[config.mk]
export PLATFORM = sky130hd
export DESIGN_NAME = endless_pot_position_tracker
export DESIGN_NICKNAME = d
export VERILOG_FILES = /design/src/ept_pkg.sv /design/src/endless_pot_position_tracker.sv /design/src/ept_front.sv /design/src/ept_queue.sv /design/src/ept_back.sv
export VERILOG_INCLUDE_DIRS = /design/src /design/src/src
export SDC_FILE = /design/constraint.sdc
export NUM_CORES = 1
export LEC_CHECK = 0
export ABC_AREA = 1
export BUFFER_PORTS_ARGS = -buffer_cell sky130_fd_sc_hd__clkbuf_2
export CORE_ASPECT_RATIO = 0.9
export CORE_MARGIN = 8
export CORE_UTILIZATION = 30
export CTS_BUF_LIST = sky130_fd_sc_hd__clkbuf_2 sky130_fd_sc_hd__clkbuf_4 sky130_fd_sc_hd__clkbuf_8
export CTS_CLUSTER_SIZE = 40
export DETAILED_ROUTE_END_ITERATION = 7
export GPL_TIMING_DRIVEN = 0
export HOLD_SLACK_MARGIN = 0.12
export SETUP_SLACK_MARGIN = 0.02
export SLEW_MARGIN = 10
export SYNTH_ARGS = -nofsm -noshare
export SYNTH_HDL_FRONTEND = slang
export SYNTH_SLANG_ARGS = --single-unit
export TNS_END_PERCENT = 10
[constraint.sdc]
create_clock -name clk -period 13.3 [get_ports clk]
set_clock_uncertainty 0.2 [all_clocks]
set_input_delay 3.99 -clock clk [delete_from_list [all_inputs] [get_ports clk]]
set_output_delay 3.99 -clock clk [all_outputs]
set_load 0.01 [all_outputs]
[src/endless_pot_position_tracker_defines.svh]
// Assertion macros shared by the position tracker modules.
// No dependencies; included by files that carry concurrent assertions.
`ifndef ENDLESS_POT_POSITION_TRACKER_DEFINES_SVH
`define ENDLESS_POT_POSITION_TRACKER_DEFINES_SVH

// Condition must hold at every clock edge outside reset.
`define EPT_ASSERT_ALWAYS(label, ck, rn, cond, msg) \
    label: assert property (@(posedge ck) disable iff (!rn) (cond)) else $error(msg);

// Consequent must hold in the cycle after the antecedent.
`define EPT_ASSERT_NEXT(label, ck, rn, ante, cons, msg) \
    label: assert property (@(posedge ck) disable iff (!rn) (ante) |=> (cons)) \
        else $error(msg);

`endif

[src/ept_pkg.sv]
// Constants, tables, types and helpers for the endless pot position tracker.
// No dependencies; imported by every module of the block.
package ept_pkg;

    // register and field sizes
    localparam int SENS_W        = 7;
    localparam int SENS_RESET    = 80;
    localparam int SENS_LIMIT    = 100;
    localparam int SENS_DIVISOR  = 11;
    localparam int REVS_W        = 4;
    localparam int REVS_MAX      = 10;
    localparam int POS_W         = 12;
    localparam int SUM_W         = 15;
    localparam int SUM_SHIFT     = 3;
    localparam int FULL_SCALE    = 4095;

    // dial and accumulator
    localparam int DIAL_STEPS    = 256;
    localparam int DIAL_BITS     = $clog2(DIAL_STEPS);
    localparam int MAG_W         = DIAL_BITS;
    localparam int DELTA_W       = DIAL_BITS + 2;
    localparam int NOISE_FLOOR   = 2;
    localparam int FRACTION_BITS = 16;
    localparam int ACC_W         = POS_W + FRACTION_BITS;
    localparam logic [ACC_W-1:0] ACC_TOP   = ACC_W'(FULL_SCALE) << FRACTION_BITS;
    localparam logic [ACC_W-1:0] ACC_RESET = ACC_W'(FULL_SCALE) << (FRACTION_BITS - 1);

    // CORDIC
    localparam int CORDIC_ITERATIONS = 16;
    localparam int TABLE_LEN     = 24;
    localparam int ITER_W        = $clog2(TABLE_LEN);
    localparam int XY_SCALE_BITS = 24;
    localparam int COORD_W       = 13;
    localparam int XY_W          = COORD_W + 3 + XY_SCALE_BITS;
    localparam int ANGLE_FRAC    = 32;
    localparam int ANGLE_W       = ANGLE_FRAC + 2;
    localparam int DIAL_WIDE_W   = ANGLE_W - 1 - (ANGLE_FRAC - DIAL_BITS);
    localparam logic signed [ANGLE_W-1:0] HALF_TURN =
        {{(ANGLE_W - ANGLE_FRAC){1'b0}}, 1'b1, {(ANGLE_FRAC - 1){1'b0}}};

    // atan(2^-i) in units of 2^-32 turn
    localparam logic [ANGLE_FRAC-1:0] ATAN_TURNS [TABLE_LEN] = '{
        32'h20000000, 32'h12E4051E, 32'h09FB385B, 32'h051111D4, 32'h028B0D43,
        32'h0145D7E1, 32'h00A2F61E, 32'h00517C55, 32'h0028BE53, 32'h00145F2F,
        32'h000A2F98, 32'h000517CC, 32'h00028BE6, 32'h000145F3, 32'h0000A2FA,
        32'h0000517D, 32'h000028BE, 32'h0000145F, 32'h00000A30, 32'h00000518,
        32'h0000028C, 32'h00000146, 32'h000000A3, 32'h00000051
    };

    // increment per dial step: INC_SCALE / revs, split as quotient and remainder
    localparam int INC_SCALE   = (FULL_SCALE << FRACTION_BITS) / DIAL_STEPS;
    localparam int INC_QUOT_W  = 20;
    localparam int INC_REM_W   = 4;
    localparam int RECIP_SHIFT = 15;
    localparam int RECIP_W     = 16;
    localparam int HI_W        = INC_QUOT_W + MAG_W;
    localparam int LO_V_W      = INC_REM_W + MAG_W;
    localparam int LO_Q_W      = LO_V_W + RECIP_W - RECIP_SHIFT;
    localparam int REVS_TABLE  = 1 << REVS_W;

    localparam logic [INC_QUOT_W-1:0] INC_QUOT [REVS_TABLE] = '{
        INC_QUOT_W'(INC_SCALE),      INC_QUOT_W'(INC_SCALE),
        INC_QUOT_W'(INC_SCALE / 2),  INC_QUOT_W'(INC_SCALE / 3),
        INC_QUOT_W'(INC_SCALE / 4),  INC_QUOT_W'(INC_SCALE / 5),
        INC_QUOT_W'(INC_SCALE / 6),  INC_QUOT_W'(INC_SCALE / 7),
        INC_QUOT_W'(INC_SCALE / 8),  INC_QUOT_W'(INC_SCALE / 9),
        INC_QUOT_W'(INC_SCALE / 10), INC_QUOT_W'(INC_SCALE),
        INC_QUOT_W'(INC_SCALE),      INC_QUOT_W'(INC_SCALE),
        INC_QUOT_W'(INC_SCALE),      INC_QUOT_W'(INC_SCALE)
    };

    localparam logic [INC_REM_W-1:0] INC_REM [REVS_TABLE] = '{
        INC_REM_W'(0),              INC_REM_W'(0),
        INC_REM_W'(INC_SCALE % 2),  INC_REM_W'(INC_SCALE % 3),
        INC_REM_W'(INC_SCALE % 4),  INC_REM_W'(INC_SCALE % 5),
        INC_REM_W'(INC_SCALE % 6),  INC_REM_W'(INC_SCALE % 7),
        INC_REM_W'(INC_SCALE % 8),  INC_REM_W'(INC_SCALE % 9),
        INC_REM_W'(INC_SCALE % 10), INC_REM_W'(0),
        INC_REM_W'(0),              INC_REM_W'(0),
        INC_REM_W'(0),              INC_REM_W'(0)
    };

    // floor(2^15 / revs) + 1 gives exact quotients for the remainder products
    localparam logic [RECIP_W-1:0] INC_RECIP [REVS_TABLE] = '{
        RECIP_W'((1 << RECIP_SHIFT) + 1),      RECIP_W'((1 << RECIP_SHIFT) + 1),
        RECIP_W'((1 << RECIP_SHIFT) / 2 + 1),  RECIP_W'((1 << RECIP_SHIFT) / 3 + 1),
        RECIP_W'((1 << RECIP_SHIFT) / 4 + 1),  RECIP_W'((1 << RECIP_SHIFT) / 5 + 1),
        RECIP_W'((1 << RECIP_SHIFT) / 6 + 1),  RECIP_W'((1 << RECIP_SHIFT) / 7 + 1),
        RECIP_W'((1 << RECIP_SHIFT) / 8 + 1),  RECIP_W'((1 << RECIP_SHIFT) / 9 + 1),
        RECIP_W'((1 << RECIP_SHIFT) / 10 + 1), RECIP_W'((1 << RECIP_SHIFT) + 1),
        RECIP_W'((1 << RECIP_SHIFT) + 1),      RECIP_W'((1 << RECIP_SHIFT) + 1),
        RECIP_W'((1 << RECIP_SHIFT) + 1),      RECIP_W'((1 << RECIP_SHIFT) + 1)
    };

    // command queue
    localparam int QUEUE_DEPTH = 2;
    localparam int QPTR_W      = (QUEUE_DEPTH > 1) ? $clog2(QUEUE_DEPTH) : 1;
    localparam int QCNT_W      = $clog2(QUEUE_DEPTH + 1);

    typedef enum logic [1:0] {
        Z_NONE,
        Z_PLUS_HALF,
        Z_MINUS_HALF
    } zstart_t;

    typedef struct packed {
        logic                      is_set;
        logic [POS_W-1:0]          set_position;
        logic signed [COORD_W-1:0] x;
        logic signed [COORD_W-1:0] y;
        zstart_t                   z_start;
    } cmd_t;

    // revs = clamp(1 + (100 - s) / 11, 1, 10), by threshold compares
    function automatic logic [REVS_W-1:0] revs_of(input logic [SENS_W-1:0] s);
        logic [SENS_W-1:0] t;
        logic [REVS_W-1:0] r;
        t = (s < SENS_W'(SENS_LIMIT)) ? SENS_W'(SENS_W'(SENS_LIMIT) - s) : '0;
        r = REVS_W'(1);
        for (int k = 1; k < REVS_MAX; k++) begin
            if (t >= SENS_W'(SENS_DIVISOR * k)) begin
                r = REVS_W'(r + 1'b1);
            end
        end
        return r;
    endfunction

    localparam logic [REVS_W-1:0] REVS_RESET = revs_of(SENS_W'(SENS_RESET));

endpackage

[src/endless_pot_position_tracker.sv]
// Endless pot position tracker: a moving sample runs 16 CORDIC iterations and then
// the dial, delta, multiply, reciprocal and update steps; a sync or small move stops
// after the delta step, and a set goes straight to the output. The back end runs one
// item at a time; a two-entry queue keeps the input open while the back end and the
// output are busy. Reset (rst_n low, asynchronous) gives accumulated position 2047.5,
// dial 0, resync on the first sample and sensitivity 80; no memory needs clearing.
module endless_pot_position_tracker (
    input  logic                          clk,
    input  logic                          rst_n,
    input  logic                          in_valid,
    output logic                          in_ready,
    input  logic                          kind,
    input  logic [ept_pkg::SUM_W-1:0]     track_a_sum,
    input  logic [ept_pkg::SUM_W-1:0]     track_b_sum,
    input  logic [ept_pkg::POS_W-1:0]     set_position,
    output logic                          out_valid,
    input  logic                          out_ready,
    output logic [ept_pkg::POS_W-1:0]     position,
    output logic [ept_pkg::DIAL_BITS-1:0] dial,
    input  logic                          cfg_valid,
    output logic                          cfg_ready,
    input  logic [ept_pkg::SENS_W-1:0]    sensitivity
);
    import ept_pkg::*;

    logic              q_full;
    logic              q_push;
    cmd_t              q_push_cmd;
    logic              q_pop;
    cmd_t              q_pop_cmd;
    logic              q_not_empty;
    logic [REVS_W-1:0] revs_reg;
    logic [REVS_W-1:0] revs_next;

    // keep the decoded revolutions per range rather than the raw register
    assign cfg_ready = 1'b1;
    assign revs_next = (cfg_valid && cfg_ready) ? revs_of(sensitivity) : revs_reg;

    always_ff @(posedge clk or negedge rst_n)
    begin
        if (!rst_n)
        begin
            revs_reg <= REVS_RESET;
        end
        else
        begin
            revs_reg <= revs_next;
        end
    end

    ept_front u_front (
        .in_valid     (in_valid),
        .in_ready     (in_ready),
        .kind         (kind),
        .track_a_sum  (track_a_sum),
        .track_b_sum  (track_b_sum),
        .set_position (set_position),
        .q_full       (q_full),
        .q_push       (q_push),
        .q_cmd        (q_push_cmd)
    );

    ept_queue u_queue (
        .clk       (clk),
        .rst_n     (rst_n),
        .push      (q_push),
        .push_cmd  (q_push_cmd),
        .full      (q_full),
        .pop       (q_pop),
        .pop_cmd   (q_pop_cmd),
        .not_empty (q_not_empty)
    );

    ept_back u_back (
        .clk       (clk),
        .rst_n     (rst_n),
        .q_valid   (q_not_empty),
        .q_cmd     (q_pop_cmd),
        .q_pop     (q_pop),
        .revs      (revs_reg),
        .out_valid (out_valid),
        .out_ready (out_ready),
        .position  (position),
        .dial      (dial)
    );

endmodule

[src/ept_front.sv]
// Front end: takes input transactions, centers the track sums and folds the
// left half plane, then pushes a command into the queue. Uses ept_pkg.
module ept_front (
    input  logic                        in_valid,
    output logic                        in_ready,
    input  logic                        kind,
    input  logic [ept_pkg::SUM_W-1:0]   track_a_sum,
    input  logic [ept_pkg::SUM_W-1:0]   track_b_sum,
    input  logic [ept_pkg::POS_W-1:0]   set_position,
    input  logic                        q_full,
    output logic                        q_push,
    output ept_pkg::cmd_t               q_cmd
);
    import ept_pkg::*;

    logic [POS_W-1:0]          a;
    logic [POS_W-1:0]          b;
    logic signed [COORD_W:0]   x_wide;
    logic signed [COORD_W:0]   y_wide;
    logic signed [COORD_W:0]   x_neg;
    logic signed [COORD_W:0]   y_neg;

    assign in_ready = !q_full;
    assign q_push   = in_valid && !q_full;

    assign a      = track_a_sum[SUM_W-1:SUM_SHIFT];
    assign b      = track_b_sum[SUM_W-1:SUM_SHIFT];
    assign x_wide = $signed({1'b0, a, 1'b0}) - $signed((COORD_W + 1)'(FULL_SCALE));
    assign y_wide = $signed({1'b0, b, 1'b0}) - $signed((COORD_W + 1)'(FULL_SCALE));
    assign x_neg  = -x_wide;
    assign y_neg  = -y_wide;

    always_comb
    begin
        q_cmd.is_set       = kind;
        q_cmd.set_position = set_position;
        if (x_wide[COORD_W])
        begin
            // rotate by half a turn so the vector starts in the right half plane
            q_cmd.x       = x_neg[COORD_W-1:0];
            q_cmd.y       = y_neg[COORD_W-1:0];
            q_cmd.z_start = y_wide[COORD_W] ? Z_MINUS_HALF : Z_PLUS_HALF;
        end
        else
        begin
            q_cmd.x       = x_wide[COORD_W-1:0];
            q_cmd.y       = y_wide[COORD_W-1:0];
            q_cmd.z_start = Z_NONE;
        end
    end

endmodule

[src/ept_queue.sv]
// Short command queue between front and back end.
// Uses ept_pkg (cmd_t, QUEUE_DEPTH) and the assertion macro header.
`include "endless_pot_position_tracker_defines.svh"
module ept_queue (
    input  logic          clk,
    input  logic          rst_n,
    input  logic          push,
    input  ept_pkg::cmd_t push_cmd,
    output logic          full,
    input  logic          pop,
    output ept_pkg::cmd_t pop_cmd,
    output logic          not_empty
);
    import ept_pkg::*;

    cmd_t              slot_reg [QUEUE_DEPTH];
    logic [QPTR_W-1:0] wr_ptr_reg;
    logic [QPTR_W-1:0] wr_ptr_next;
    logic [QPTR_W-1:0] rd_ptr_reg;
    logic [QPTR_W-1:0] rd_ptr_next;
    logic [QCNT_W-1:0] count_reg;
    logic [QCNT_W-1:0] count_next;

    assign full      = (count_reg == QCNT_W'(QUEUE_DEPTH));
    assign not_empty = (count_reg != '0);
    assign pop_cmd   = slot_reg[rd_ptr_reg];

    always_comb
    begin
        wr_ptr_next = wr_ptr_reg;
        rd_ptr_next = rd_ptr_reg;
        count_next  = count_reg;
        if (push)
        begin
            wr_ptr_next = (wr_ptr_reg == QPTR_W'(QUEUE_DEPTH - 1)) ? '0
                        : QPTR_W'(wr_ptr_reg + 1'b1);
        end
        if (pop)
        begin
            rd_ptr_next = (rd_ptr_reg == QPTR_W'(QUEUE_DEPTH - 1)) ? '0
                        : QPTR_W'(rd_ptr_reg + 1'b1);
        end
        if (push && !pop)
        begin
            count_next = QCNT_W'(count_reg + 1'b1);
        end
        else if (pop && !push)
        begin
            count_next = QCNT_W'(count_reg - 1'b1);
        end
    end

    always_ff @(posedge clk or negedge rst_n)
    begin
        if (!rst_n)
        begin
            wr_ptr_reg <= '0;
            rd_ptr_reg <= '0;
            count_reg  <= '0;
        end
        else
        begin
            wr_ptr_reg <= wr_ptr_next;
            rd_ptr_reg <= rd_ptr_next;
            count_reg  <= count_next;
        end
    end

    always_ff @(posedge clk)
    begin
        if (push)
        begin
            slot_reg[wr_ptr_reg] <= push_cmd;
        end
    end

    `EPT_ASSERT_ALWAYS(a_count_bound, clk, rst_n, count_reg <= QCNT_W'(QUEUE_DEPTH), "queue count beyond depth")
    `EPT_ASSERT_NEXT(a_pop_drains, clk, rst_n, pop && !push, count_reg == QCNT_W'($past(count_reg) - 1'b1), "pop without push did not drain queue")

endmodule

[src/ept_back.sv]
// Back end: iterative CORDIC, dial wrap, scaled increment and saturating
// accumulator, with the output register. Uses ept_pkg and the macro header.
`include "endless_pot_position_tracker_defines.svh"
module ept_back (
    input  logic                          clk,
    input  logic                          rst_n,
    input  logic                          q_valid,
    input  ept_pkg::cmd_t                 q_cmd,
    output logic                          q_pop,
    input  logic [ept_pkg::REVS_W-1:0]    revs,
    output logic                          out_valid,
    input  logic                          out_ready,
    output logic [ept_pkg::POS_W-1:0]     position,
    output logic [ept_pkg::DIAL_BITS-1:0] dial
);
    import ept_pkg::*;

    typedef enum logic [2:0] {
        S_IDLE,
        S_CORDIC,
        S_DIAL,
        S_DELTA,
        S_MUL,
        S_RECIP,
        S_UPDATE,
        S_FINISH
    } state_t;

    state_t                    state_reg, state_next;
    logic [ITER_W-1:0]         iter_reg, iter_next;
    logic                      out_valid_reg, out_valid_next;
    logic [POS_W-1:0]          position_reg, position_next;
    logic [DIAL_BITS-1:0]      dial_reg, dial_next;

    logic [ACC_W-1:0]          acc_reg, acc_next;
    logic [DIAL_BITS-1:0]      prev_dial_reg, prev_dial_next;
    logic                      prev_valid_reg, prev_valid_next;
    logic [DIAL_BITS-1:0]      latest_dial_reg, latest_dial_next;

    logic signed [XY_W-1:0]    cx_reg, cx_next;
    logic signed [XY_W-1:0]    cy_reg, cy_next;
    logic signed [ANGLE_W-1:0] cz_reg, cz_next;
    logic [MAG_W-1:0]          mag_reg, mag_next;
    logic                      neg_reg, neg_next;
    logic [HI_W-1:0]           hi_reg, hi_next;
    logic [LO_V_W-1:0]         lo_v_reg, lo_v_next;
    logic [LO_Q_W-1:0]         lo_q_reg, lo_q_next;

    logic signed [XY_W-1:0]    xs;
    logic signed [XY_W-1:0]    ys;
    logic signed [ANGLE_W-1:0] atan_step;
    logic signed [ANGLE_W-1:0] z_offset;
    logic [DIAL_WIDE_W-1:0]    dial_wide;
    logic signed [DELTA_W-1:0] delta_raw;
    logic signed [DELTA_W-1:0] delta;
    logic signed [DELTA_W-1:0] delta_abs;
    logic [LO_V_W+RECIP_W-1:0] lo_prod;
    logic [ACC_W-1:0]          inc;
    logic signed [ACC_W+1:0]   acc_sum;

    assign q_pop     = (state_reg == S_IDLE) && q_valid;
    assign out_valid = out_valid_reg;
    assign position  = position_reg;
    assign dial      = dial_reg;

    assign xs        = cx_reg >>> iter_reg;
    assign ys        = cy_reg >>> iter_reg;
    assign atan_step = $signed({{(ANGLE_W - ANGLE_FRAC){1'b0}}, ATAN_TURNS[iter_reg]});
    assign z_offset  = cz_reg + HALF_TURN;
    assign dial_wide = z_offset[ANGLE_W-2:ANGLE_FRAC-DIAL_BITS];
    assign delta_raw = $signed({2'b00, latest_dial_reg}) - $signed({2'b00, prev_dial_reg});
    assign lo_prod   = (LO_V_W + RECIP_W)'(lo_v_reg)
                     * (LO_V_W + RECIP_W)'(INC_RECIP[revs]);
    assign inc       = ACC_W'(hi_reg) + ACC_W'(lo_q_reg);
    assign acc_sum   = neg_reg ? $signed({2'b00, acc_reg}) - $signed({2'b00, inc})
                               : $signed({2'b00, acc_reg}) + $signed({2'b00, inc});

    // shortest path around the dial
    always_comb
    begin
        delta = delta_raw;
        if (delta_raw > $signed(DELTA_W'(DIAL_STEPS / 2)))
        begin
            delta = delta_raw - $signed(DELTA_W'(DIAL_STEPS));
        end
        else if (delta_raw < -$signed(DELTA_W'(DIAL_STEPS / 2)))
        begin
            delta = delta_raw + $signed(DELTA_W'(DIAL_STEPS));
        end
        delta_abs = delta[DELTA_W-1] ? -delta : delta;
    end

    always_comb
    begin
        state_next       = state_reg;
        iter_next        = iter_reg;
        out_valid_next   = out_valid_reg;
        position_next    = position_reg;
        dial_next        = dial_reg;
        acc_next         = acc_reg;
        prev_dial_next   = prev_dial_reg;
        prev_valid_next  = prev_valid_reg;
        latest_dial_next = latest_dial_reg;
        cx_next          = cx_reg;
        cy_next          = cy_reg;
        cz_next          = cz_reg;
        mag_next         = mag_reg;
        neg_next         = neg_reg;
        hi_next          = hi_reg;
        lo_v_next        = lo_v_reg;
        lo_q_next        = lo_q_reg;

        if (out_valid_reg && out_ready)
        begin
            out_valid_next = 1'b0;
        end

        unique case (state_reg)
            S_IDLE:
            begin
                if (q_valid)
                begin
                    if (q_cmd.is_set)
                    begin
                        acc_next        = {q_cmd.set_position, {FRACTION_BITS{1'b0}}};
                        prev_valid_next = 1'b0;
                        state_next      = S_FINISH;
                    end
                    else
                    begin
                        cx_next   = $signed({{(XY_W - COORD_W){q_cmd.x[COORD_W-1]}}, q_cmd.x})
                                    <<< XY_SCALE_BITS;
                        cy_next   = $signed({{(XY_W - COORD_W){q_cmd.y[COORD_W-1]}}, q_cmd.y})
                                    <<< XY_SCALE_BITS;
                        case (q_cmd.z_start)
                            Z_PLUS_HALF:  cz_next = HALF_TURN;
                            Z_MINUS_HALF: cz_next = -HALF_TURN;
                            default:      cz_next = '0;
                        endcase
                        iter_next  = '0;
                        state_next = S_CORDIC;
                    end
                end
            end
            S_CORDIC:
            begin
                // rotate toward y = 0
                if (!cy_reg[XY_W-1])
                begin
                    cx_next = cx_reg + ys;
                    cy_next = cy_reg - xs;
                    cz_next = cz_reg + atan_step;
                end
                else
                begin
                    cx_next = cx_reg - ys;
                    cy_next = cy_reg + xs;
                    cz_next = cz_reg - atan_step;
                end
                if (iter_reg == ITER_W'(CORDIC_ITERATIONS - 1))
                begin
                    state_next = S_DIAL;
                end
                else
                begin
                    iter_next = ITER_W'(iter_reg + 1'b1);
                end
            end
            S_DIAL:
            begin
                if (z_offset[ANGLE_W-1])
                begin
                    latest_dial_next = '0;
                end
                else if (dial_wide > DIAL_WIDE_W'(DIAL_STEPS - 1))
                begin
                    latest_dial_next = DIAL_BITS'(DIAL_STEPS - 1);
                end
                else
                begin
                    latest_dial_next = dial_wide[DIAL_BITS-1:0];
                end
                state_next = S_DELTA;
            end
            S_DELTA:
            begin
                prev_dial_next = latest_dial_reg;
                if (!prev_valid_reg)
                begin
                    // first sample after reset or set: sync only
                    prev_valid_next = 1'b1;
                    state_next      = S_FINISH;
                end
                else if (delta_abs >= $signed(DELTA_W'(NOISE_FLOOR)))
                begin
                    mag_next   = delta_abs[MAG_W-1:0];
                    neg_next   = delta[DELTA_W-1];
                    state_next = S_MUL;
                end
                else
                begin
                    state_next = S_FINISH;
                end
            end
            S_MUL:
            begin
                hi_next    = HI_W'(mag_reg) * HI_W'(INC_QUOT[revs]);
                lo_v_next  = LO_V_W'(mag_reg) * LO_V_W'(INC_REM[revs]);
                state_next = S_RECIP;
            end
            S_RECIP:
            begin
                lo_q_next  = lo_prod[LO_V_W+RECIP_W-1:RECIP_SHIFT];
                state_next = S_UPDATE;
            end
            S_UPDATE:
            begin
                if (acc_sum[ACC_W+1])
                begin
                    acc_next = '0;
                end
                else if (acc_sum > $signed({2'b00, ACC_TOP}))
                begin
                    acc_next = ACC_TOP;
                end
                else
                begin
                    acc_next = acc_sum[ACC_W-1:0];
                end
                state_next = S_FINISH;
            end
            S_FINISH:
            begin
                // hold until the output register is free
                if (!out_valid_reg || out_ready)
                begin
                    out_valid_next = 1'b1;
                    position_next  = acc_reg[ACC_W-1:FRACTION_BITS];
                    dial_next      = latest_dial_reg;
                    state_next     = S_IDLE;
                end
            end
            default:
            begin
                state_next = S_IDLE;
            end
        endcase
    end

    always_ff @(posedge clk or negedge rst_n)
    begin
        if (!rst_n)
        begin
            state_reg     <= S_IDLE;
            iter_reg      <= '0;
            out_valid_reg <= 1'b0;
            position_reg  <= '0;
            dial_reg      <= '0;
        end
        else
        begin
            state_reg     <= state_next;
            iter_reg      <= iter_next;
            out_valid_reg <= out_valid_next;
            position_reg  <= position_next;
            dial_reg      <= dial_next;
        end
    end

    always_ff @(posedge clk or negedge rst_n)
    begin
        if (!rst_n)
        begin
            acc_reg         <= ACC_RESET;
            prev_dial_reg   <= '0;
            prev_valid_reg  <= 1'b0;
            latest_dial_reg <= '0;
        end
        else
        begin
            acc_reg         <= acc_next;
            prev_dial_reg   <= prev_dial_next;
            prev_valid_reg  <= prev_valid_next;
            latest_dial_reg <= latest_dial_next;
        end
    end

    always_ff @(posedge clk)
    begin
        cx_reg   <= cx_next;
        cy_reg   <= cy_next;
        cz_reg   <= cz_next;
        mag_reg  <= mag_next;
        neg_reg  <= neg_next;
        hi_reg   <= hi_next;
        lo_v_reg <= lo_v_next;
        lo_q_reg <= lo_q_next;
    end

    `EPT_ASSERT_ALWAYS(a_acc_in_range, clk, rst_n, acc_reg <= ACC_TOP, "accumulator above full scale")
    `EPT_ASSERT_ALWAYS(a_iter_bound, clk, rst_n, (state_reg != S_CORDIC) || (iter_reg < ITER_W'(CORDIC_ITERATIONS)), "CORDIC iteration count overrun")
    `EPT_ASSERT_NEXT(a_out_drops, clk, rst_n, out_valid_reg && out_ready && (state_reg != S_FINISH), !out_valid_reg, "result repeated after transaction")

endmodule

---- Word-level counts from Yosys, hierarchy flattened ----
Memory sizes are Yosys's and may differ from the RTL's.
Index checks and enable logic that the tools add are counted.
word-level totals
  register bits after elaboration ......... 258
  bits in writable memories ............... 82
  memory bits (read-only) ................. 1,664
  output and inout bits ................... 23
  logic and storage cells ................. 189
  memories ................................ 5
cells by class
  $add $sub $neg .......................... 32
  multiply operators ...................... 3
  magnitude comparators ................... 17
  equality and inequality tests ........... 17
  shift operators ......................... 2
  muxes and demuxes ....................... 67
  bitwise gates (word level) .............. 2
  reduce and logical (&&, ||, !) cells .... 23
memory list
  name              words  width  rd ports  clocked after memory_dff  write ports  line             text
  (no name shown)   32     32     1         0                         0            ept_back.sv:68   assign atan_step = $signed({{(ANGLE_W - ANGLE_FRAC){1'b0}}, ATAN_TURNS[iter_reg]});
  (no name shown)   16     20     1         0                         0            ept_back.sv:207  hi_next = HI_W'(mag_reg) * HI_W'(INC_QUOT[revs]);
  (no name shown)   16     16     1         0                         0            ept_back.sv:73   * (LO_V_W + RECIP_W)'(INC_RECIP[revs]);
  u_queue.slot_reg  2      41     1         0                         1            ept_queue.sv:16  cmd_t slot_reg [QUEUE_DEPTH];
  (no name shown)   16     4      1         0                         0            ept_back.sv:208  lo_v_next = LO_V_W'(mag_reg) * LO_V_W'(INC_REM[revs]);
operator list
  kind                                                                                number
  40-bit 2-to-1 mux                                                                   6
  40-bit case mux with 2 select lines                                                 2
  28-bit 2-to-1 mux                                                                   5
  34-bit case mux with 2 select lines                                                 2
  34-bit 2-to-1 mux                                                                   3
  40-bit adder                                                                        2
  40-bit by 5-bit >>> shifter with 40-bit output                                      2
  40-bit subtractor                                                                   2
  32-bit 2-to-1 mux                                                                   2
  28-bit case mux with 2 select lines                                                 1
  20-bit 2-to-1 mux                                                                   2
  4-bit 2-to-1 mux                                                                    9
  34-bit by 33-bit adder with 34-bit output                                           1
  34-bit by 33-bit adder with 34-bit output (second input constant)                   1
  34-bit by 33-bit subtractor with 34-bit output                                      1
  16-bit 2-to-1 mux                                                                   2
  30-bit by 29-bit greater-than comparator with 1-bit output (second input constant)  1
  10-bit 2-to-1 mux                                                                   3
  30-bit 2-to-1 mux                                                                   1
  28-bit by 28-bit adder with 29-bit output                                           1
  28-bit by 28-bit subtractor with 29-bit output                                      1
  28-bit by 13-bit adder with 28-bit output                                           1
  4-bit by 1-bit adder with 4-bit output (second input constant)                      7
  7-bit >= comparator (second input constant)                                         4
  other kinds (52)                                                                    101

---- Depth between registers and ports, before layout ----
  depth after elaboration ................. 20
  gate-level depth with buffers ........... 38

---- Modules after synthesis ----
From an unflattened synthesis, not the netlist that was laid out.
second synthesis, totals
  cell total of the unflattened synthesis .. 5,349
  area, all modules ....................... 35,803.1 sq um
modules (own cells, without submodules)
  module                        instances  cells each  area each (sq um)  sequential area each (sq um)
  ept_back                      1          4,832       30,534.3           6,175.9
  ept_queue                     1          153         3,368.2            2,562.5
  endless_pot_position_tracker  1          247         1,361.3            101.3
  ept_front                     1          117         539.3              0.0

---- Worst setup path before layout ----
OpenSTA, ideal clock, no wires.
  kind .................................... register to register
  start ................................... register u_queue.rd_ptr_reg
  end ..................................... register u_back.iter_reg[3]
  setup time .............................. 126 ps
  arrival ................................. 13,626 ps
  required time ........................... 12,974 ps
  setup slack ............................. -652 ps
  stages on the path, launching flop included .. 12
  buffers on the path ..................... 0
  clock period less this slack ............ 13,952 ps
  path through ............................ dfrtp_1 clkinv_1 nand2_1 nand2_1 nand2_1 inv_1 nor4_1 o21ai_0 nor2_1 nand2_1 o22ai_1 a21oi_1
between the ends
  longest elaborated chain between the ends .. 3
ends and longest elaborated chain
  element                                 line             text
  from (decl)                             ept_queue.sv:19  logic [QPTR_W-1:0] rd_ptr_reg;
  from (signal assigned)                  ept_queue.sv:64  rd_ptr_reg <= rd_ptr_next;
  memory read 2 x 41 bit                  -
  2-bit inequality test (no source line)  -
  4-bit AND reduction (no source line)    -
  to (signal assigned)                    ept_back.sv:263  iter_reg <= iter_next;
  to (decl)                               ept_back.sv:30   logic [ITER_W-1:0] iter_reg, iter_next;
No other way between the ends.
A chain may end at the register's enable or synchronous reset.

---- Worst setup path in the final report ----
  start ................................... input sensitivity[0] (netlist name)
  end ..................................... register revs_reg[1]
between the ends
  longest elaborated chain between the ends .. 20
  elaborated cells on any way between the ends .. 29
  those cells by class .................... 9 x add/sub; 10 x order compare; 10 x mux
ends and longest elaborated chain
  element                                                 line                                text
  from (decl)                                             endless_pot_position_tracker.sv:22  input logic [ept_pkg::SENS_W-1:0] sensitivity
  7-bit subtractor or 7-bit < comparator (tied branches)  ept_pkg.sv:118                      t = (s < SENS_W'(SENS_LIMIT)) ? SENS_W'(SENS_W'(SENS_LIMIT) - s) : '0;
  7-bit 2-to-1 mux (*)                                    ept_pkg.sv:118
  7-bit by 4-bit >= comparator with 1-bit output          ept_pkg.sv:121                      if (t >= SENS_W'(SENS_DIVISOR * k)) begin
  2-bit 2-to-1 mux                                        ept_pkg.sv:121
  2-bit by 1-bit adder with 3-bit output                  ept_pkg.sv:122                      r = REVS_W'(r + 1'b1);
  3-bit 2-to-1 mux                                        ept_pkg.sv:121
  4-bit by 1-bit adder with 4-bit output                  ept_pkg.sv:122
  4-bit 2-to-1 mux                                        ept_pkg.sv:121
  [4 not listed]                                          -
  4-bit by 1-bit adder with 4-bit output                  ept_pkg.sv:122
  4-bit 2-to-1 mux                                        ept_pkg.sv:121
  4-bit by 1-bit adder with 4-bit output                  ept_pkg.sv:122
  4-bit 2-to-1 mux                                        ept_pkg.sv:121
  4-bit by 1-bit adder with 4-bit output                  ept_pkg.sv:122
  4-bit 2-to-1 mux                                        ept_pkg.sv:121
  4-bit by 1-bit adder with 4-bit output                  ept_pkg.sv:122
  4-bit 2-to-1 mux (*)                                    ept_pkg.sv:121
  to (signal assigned)                                    endless_pot_position_tracker.sv:47  revs_reg <= revs_next;
  to (decl)                                               endless_pot_position_tracker.sv:32  logic [REVS_W-1:0] revs_reg;
Mark *: on every way between the ends. The rest lies on a longest branch, timed or not.

==> results.cfg <==
[critical_path]
arrival_ns = 8.94
crit_required_ns = 13.71
critPathKind = input pin to register
crit_slowest_cell = o31ai_1
crit_fanout = 6
start_kind = input pin
path_common_cell = nand2_1
end_kind = register
cpPeakStageDelay_ns = 0.64
reg2reg_slack_ns = 6.07

[route]
firstDrtPassIters = 6
dr_wl_met3_microns = 9250
remaining_drc_errors = 0
drt-met1-wl_microns = 57000
drtIter0Drc = 3082
ant_nets = 0
via_count = 32600
wl_met2_microns = 49300
routedWlPerCell_microns = 18.9
routed_wl_microns = 120000
top_layer_used = met4
via_per_inst = 5.13

[yosys]
synth_top_area_cell = edfxtp_1
synth_nets = 5073
synth-async-reset-ratio_pct = 26.2
syn_area_per_cell_sq_um = 7.01
yosysWarnings = 0
synth.distinct_cells = 78
synth_ff_type = edfxtp_1
synth_top_area_share_pct = 20.2
yosysSeqAreaShare_pct = 26.3
synth_area_leaders = edfxtp_1 (20%), nand2_1 (14%), ha_1 (9.1%), inv_1 (6.4%), a21oi_1 (5.3%)
ys_ff_latch = 301
synth_area_sq_mm = 0.0329
synth_edf_count = 222
syn_inst = 4694

[floorplan]
dieArea_sq_mm = 0.121
core_area_sq_mm = 0.109
die_h_microns = 330
rows = 115
ios = 78
fp.dieW_microns = 365
start_util_pct = 30.2

[clock_network]
tritoncts = done
path_clk_slew_ns = 0.06
clock-sinks = 301
cts_setup_buffers = 0
cts_made_buffers = 56
insertion_delay_ns = 0.73
cts_htree_levels = 2
root_buffer = clkbuf_8
ctsHoldBuffers = 0
cts_max_path_buffers = 3
cts_resized = 0

[sta]
worst_pin_slew_ns = 1.34
finalSetupTns_ns = 0
relSlewSlack_pct = 10.7
layout_min_cycle_time_ns = 8.53
rsz0062_at_grt = no
setup_violations = 0
fmax_mhz = 117
hold_violations = 0
period_share_pct = 64.1
drv_slew = 0

[finish]
largest_reg_flops = 76
final_nets = 5215
final_cells = 6346
area_delta_synth_final_pct = 11.3
drive_gt1_share_pct = 8.68

[status]
outcome = completed

[global_route]
grt_first_pass_wirelength_microns = 181000
grt_pass1_vias = 30300
overflow = 0
grtUsageTotal_pct = 19.2
grt_max_degree = 43
antenna_found_initial = 2

[placed_design]
gp_congestion = 1.04
dp_cells = 6240
place.detailed.hpwl_microns = 97800
io_buffers = 69

[worst_hold_path]
hold_path.class = register to register

[flow_run]
maxCapViolations = 0
metrics by stage:
| stage | hold slack [ns] | setup WS (ns) | util (%) | area, sq um |
|---|---|---|---|---|
| floorplan | 0.242 | 4.49 | - | 32900 |
| global placement | 0.269 | -0.810 | 32.2 | 35100 |
| detailed placement | 0.274 | 4.05 | 32.4 | 35300 |
| CTS | 0.290 | 4.80 | 33.6 | 36600 |
| global route | 0.315 | 4.27 | 33.6 | 36600 |
| finish | 0.287 | 4.77 | 33.6 | 36600 |
worst max-delay path, delay by kind of cell:
family,cells,cell delay (ns)
AND/OR/NAND/NOR,18,1.95
adder cells (fa/ha/maj),5,1.66
AO/OA/AOI/OAI,3,0.90
buffers and inverters,6,0.44
per-layer routing:
metal	vias to the layer above	track usage [%]
met5	-	0
met4	0	6.23
met3	203	3.25
met2	1268	28.5
met1	15200	27.9
li1	15900	-
layout by cell type, fill, tap and decap left out, types with 14 or more instances in the layout:
cell type  instances
nand2_1         1260
inv_1            563
nor2_1           420
a21oi_1          350
o21ai_0          267
ha_1             240
edfxtp_1         222
nand3_1          175
o21ai_1          155
xor2_1           129
fa_1              84
clkbuf_2          68
dfrtp_1           66
clkbuf_1          61
clkbuf_8          60
xnor2_1           58
a31oi_1           49
nand4_1           44
nor3_1            39
buf_2             38
o21a_1            37
mux2i_1           34
nand2_2           25
o21ai_2           25
buf_6             24
buf_1             23
buf_4             23
o22ai_1           20
o211ai_1          20
o21bai_1          20
inv_2             18
o31ai_1           17
or2_2             15
clkbuf_4          14
clkinv_1          14
nand3b_1          14
nor4_1            14
logic make-up after synthesis:
kind of cell | after synthesis | synth area share, %
and+or+nand+nor | 2061 | 26.0
AOI/OAI and AO/OA | 1023 | 17.7
buffers and inverters | 750 | 9.36
adders and majority gates | 324 | 14.2
DFF | 301 | 26.3
xor gates and xnor gates | 187 | 4.97
muxes | 47 | 1.49
other | 1 | 0.0114
cell usage after synthesis, drive strengths merged, types with 4 or more instances:
cell type  instances
nand2           1287
inv              584
o21ai            447
nor2             444
a21oi            351
ha               240
edfxtp           222
nand3            182
xor2             129
buf               99
fa                84
dfrtp             66
clkbuf            62
xnor2             58
a31oi             50
nand4             44
nor3              43
o21a              37
mux2i             35
or2               26
o211ai            25
o21bai            20
o22ai             20
o31ai             19
nor4              15
nand3b            14
a21o              13
dfstp             13
o221ai            13
mux2              12
a21boi             6
clkinv             5
a211oi             4
final timing paths:
| check | cells after the start | to | startpoint |
|---|---|---|---|
| worst min register to register | 2 | u_back.prev_dial_reg[5] | u_back.prev_dial_reg[5] |
| worst max register to register | 31 | u_back.cx_reg[33] | u_back.iter_reg[0] |
| min in group asynchronous | 1 | u_back.position[7] | rst_n |
| worst min-delay path | 2 | u_back.prev_dial_reg[5] | u_back.prev_dial_reg[5] |
| max in group asynchronous | 2 | u_back.acc_reg[19] | rst_n |
| worst max-delay path | 32 | revs_reg[1] | sensitivity[0] |
layout make-up:
type                    count  area (sq um)
diodes                      2          5.00
plain buffers             161           862
clock buffers              72           916
clock inverters            32           383
fillers                 11900         72400
inverters                 589          2220
multi-input cells        3643         21200
flip-flops and latches    301          8660
well taps                1462          1830
repair buffers             84           547
Power is not shown: default switching activity piles up to over one toggle a cycle in this logic, so the estimate is an artifact.
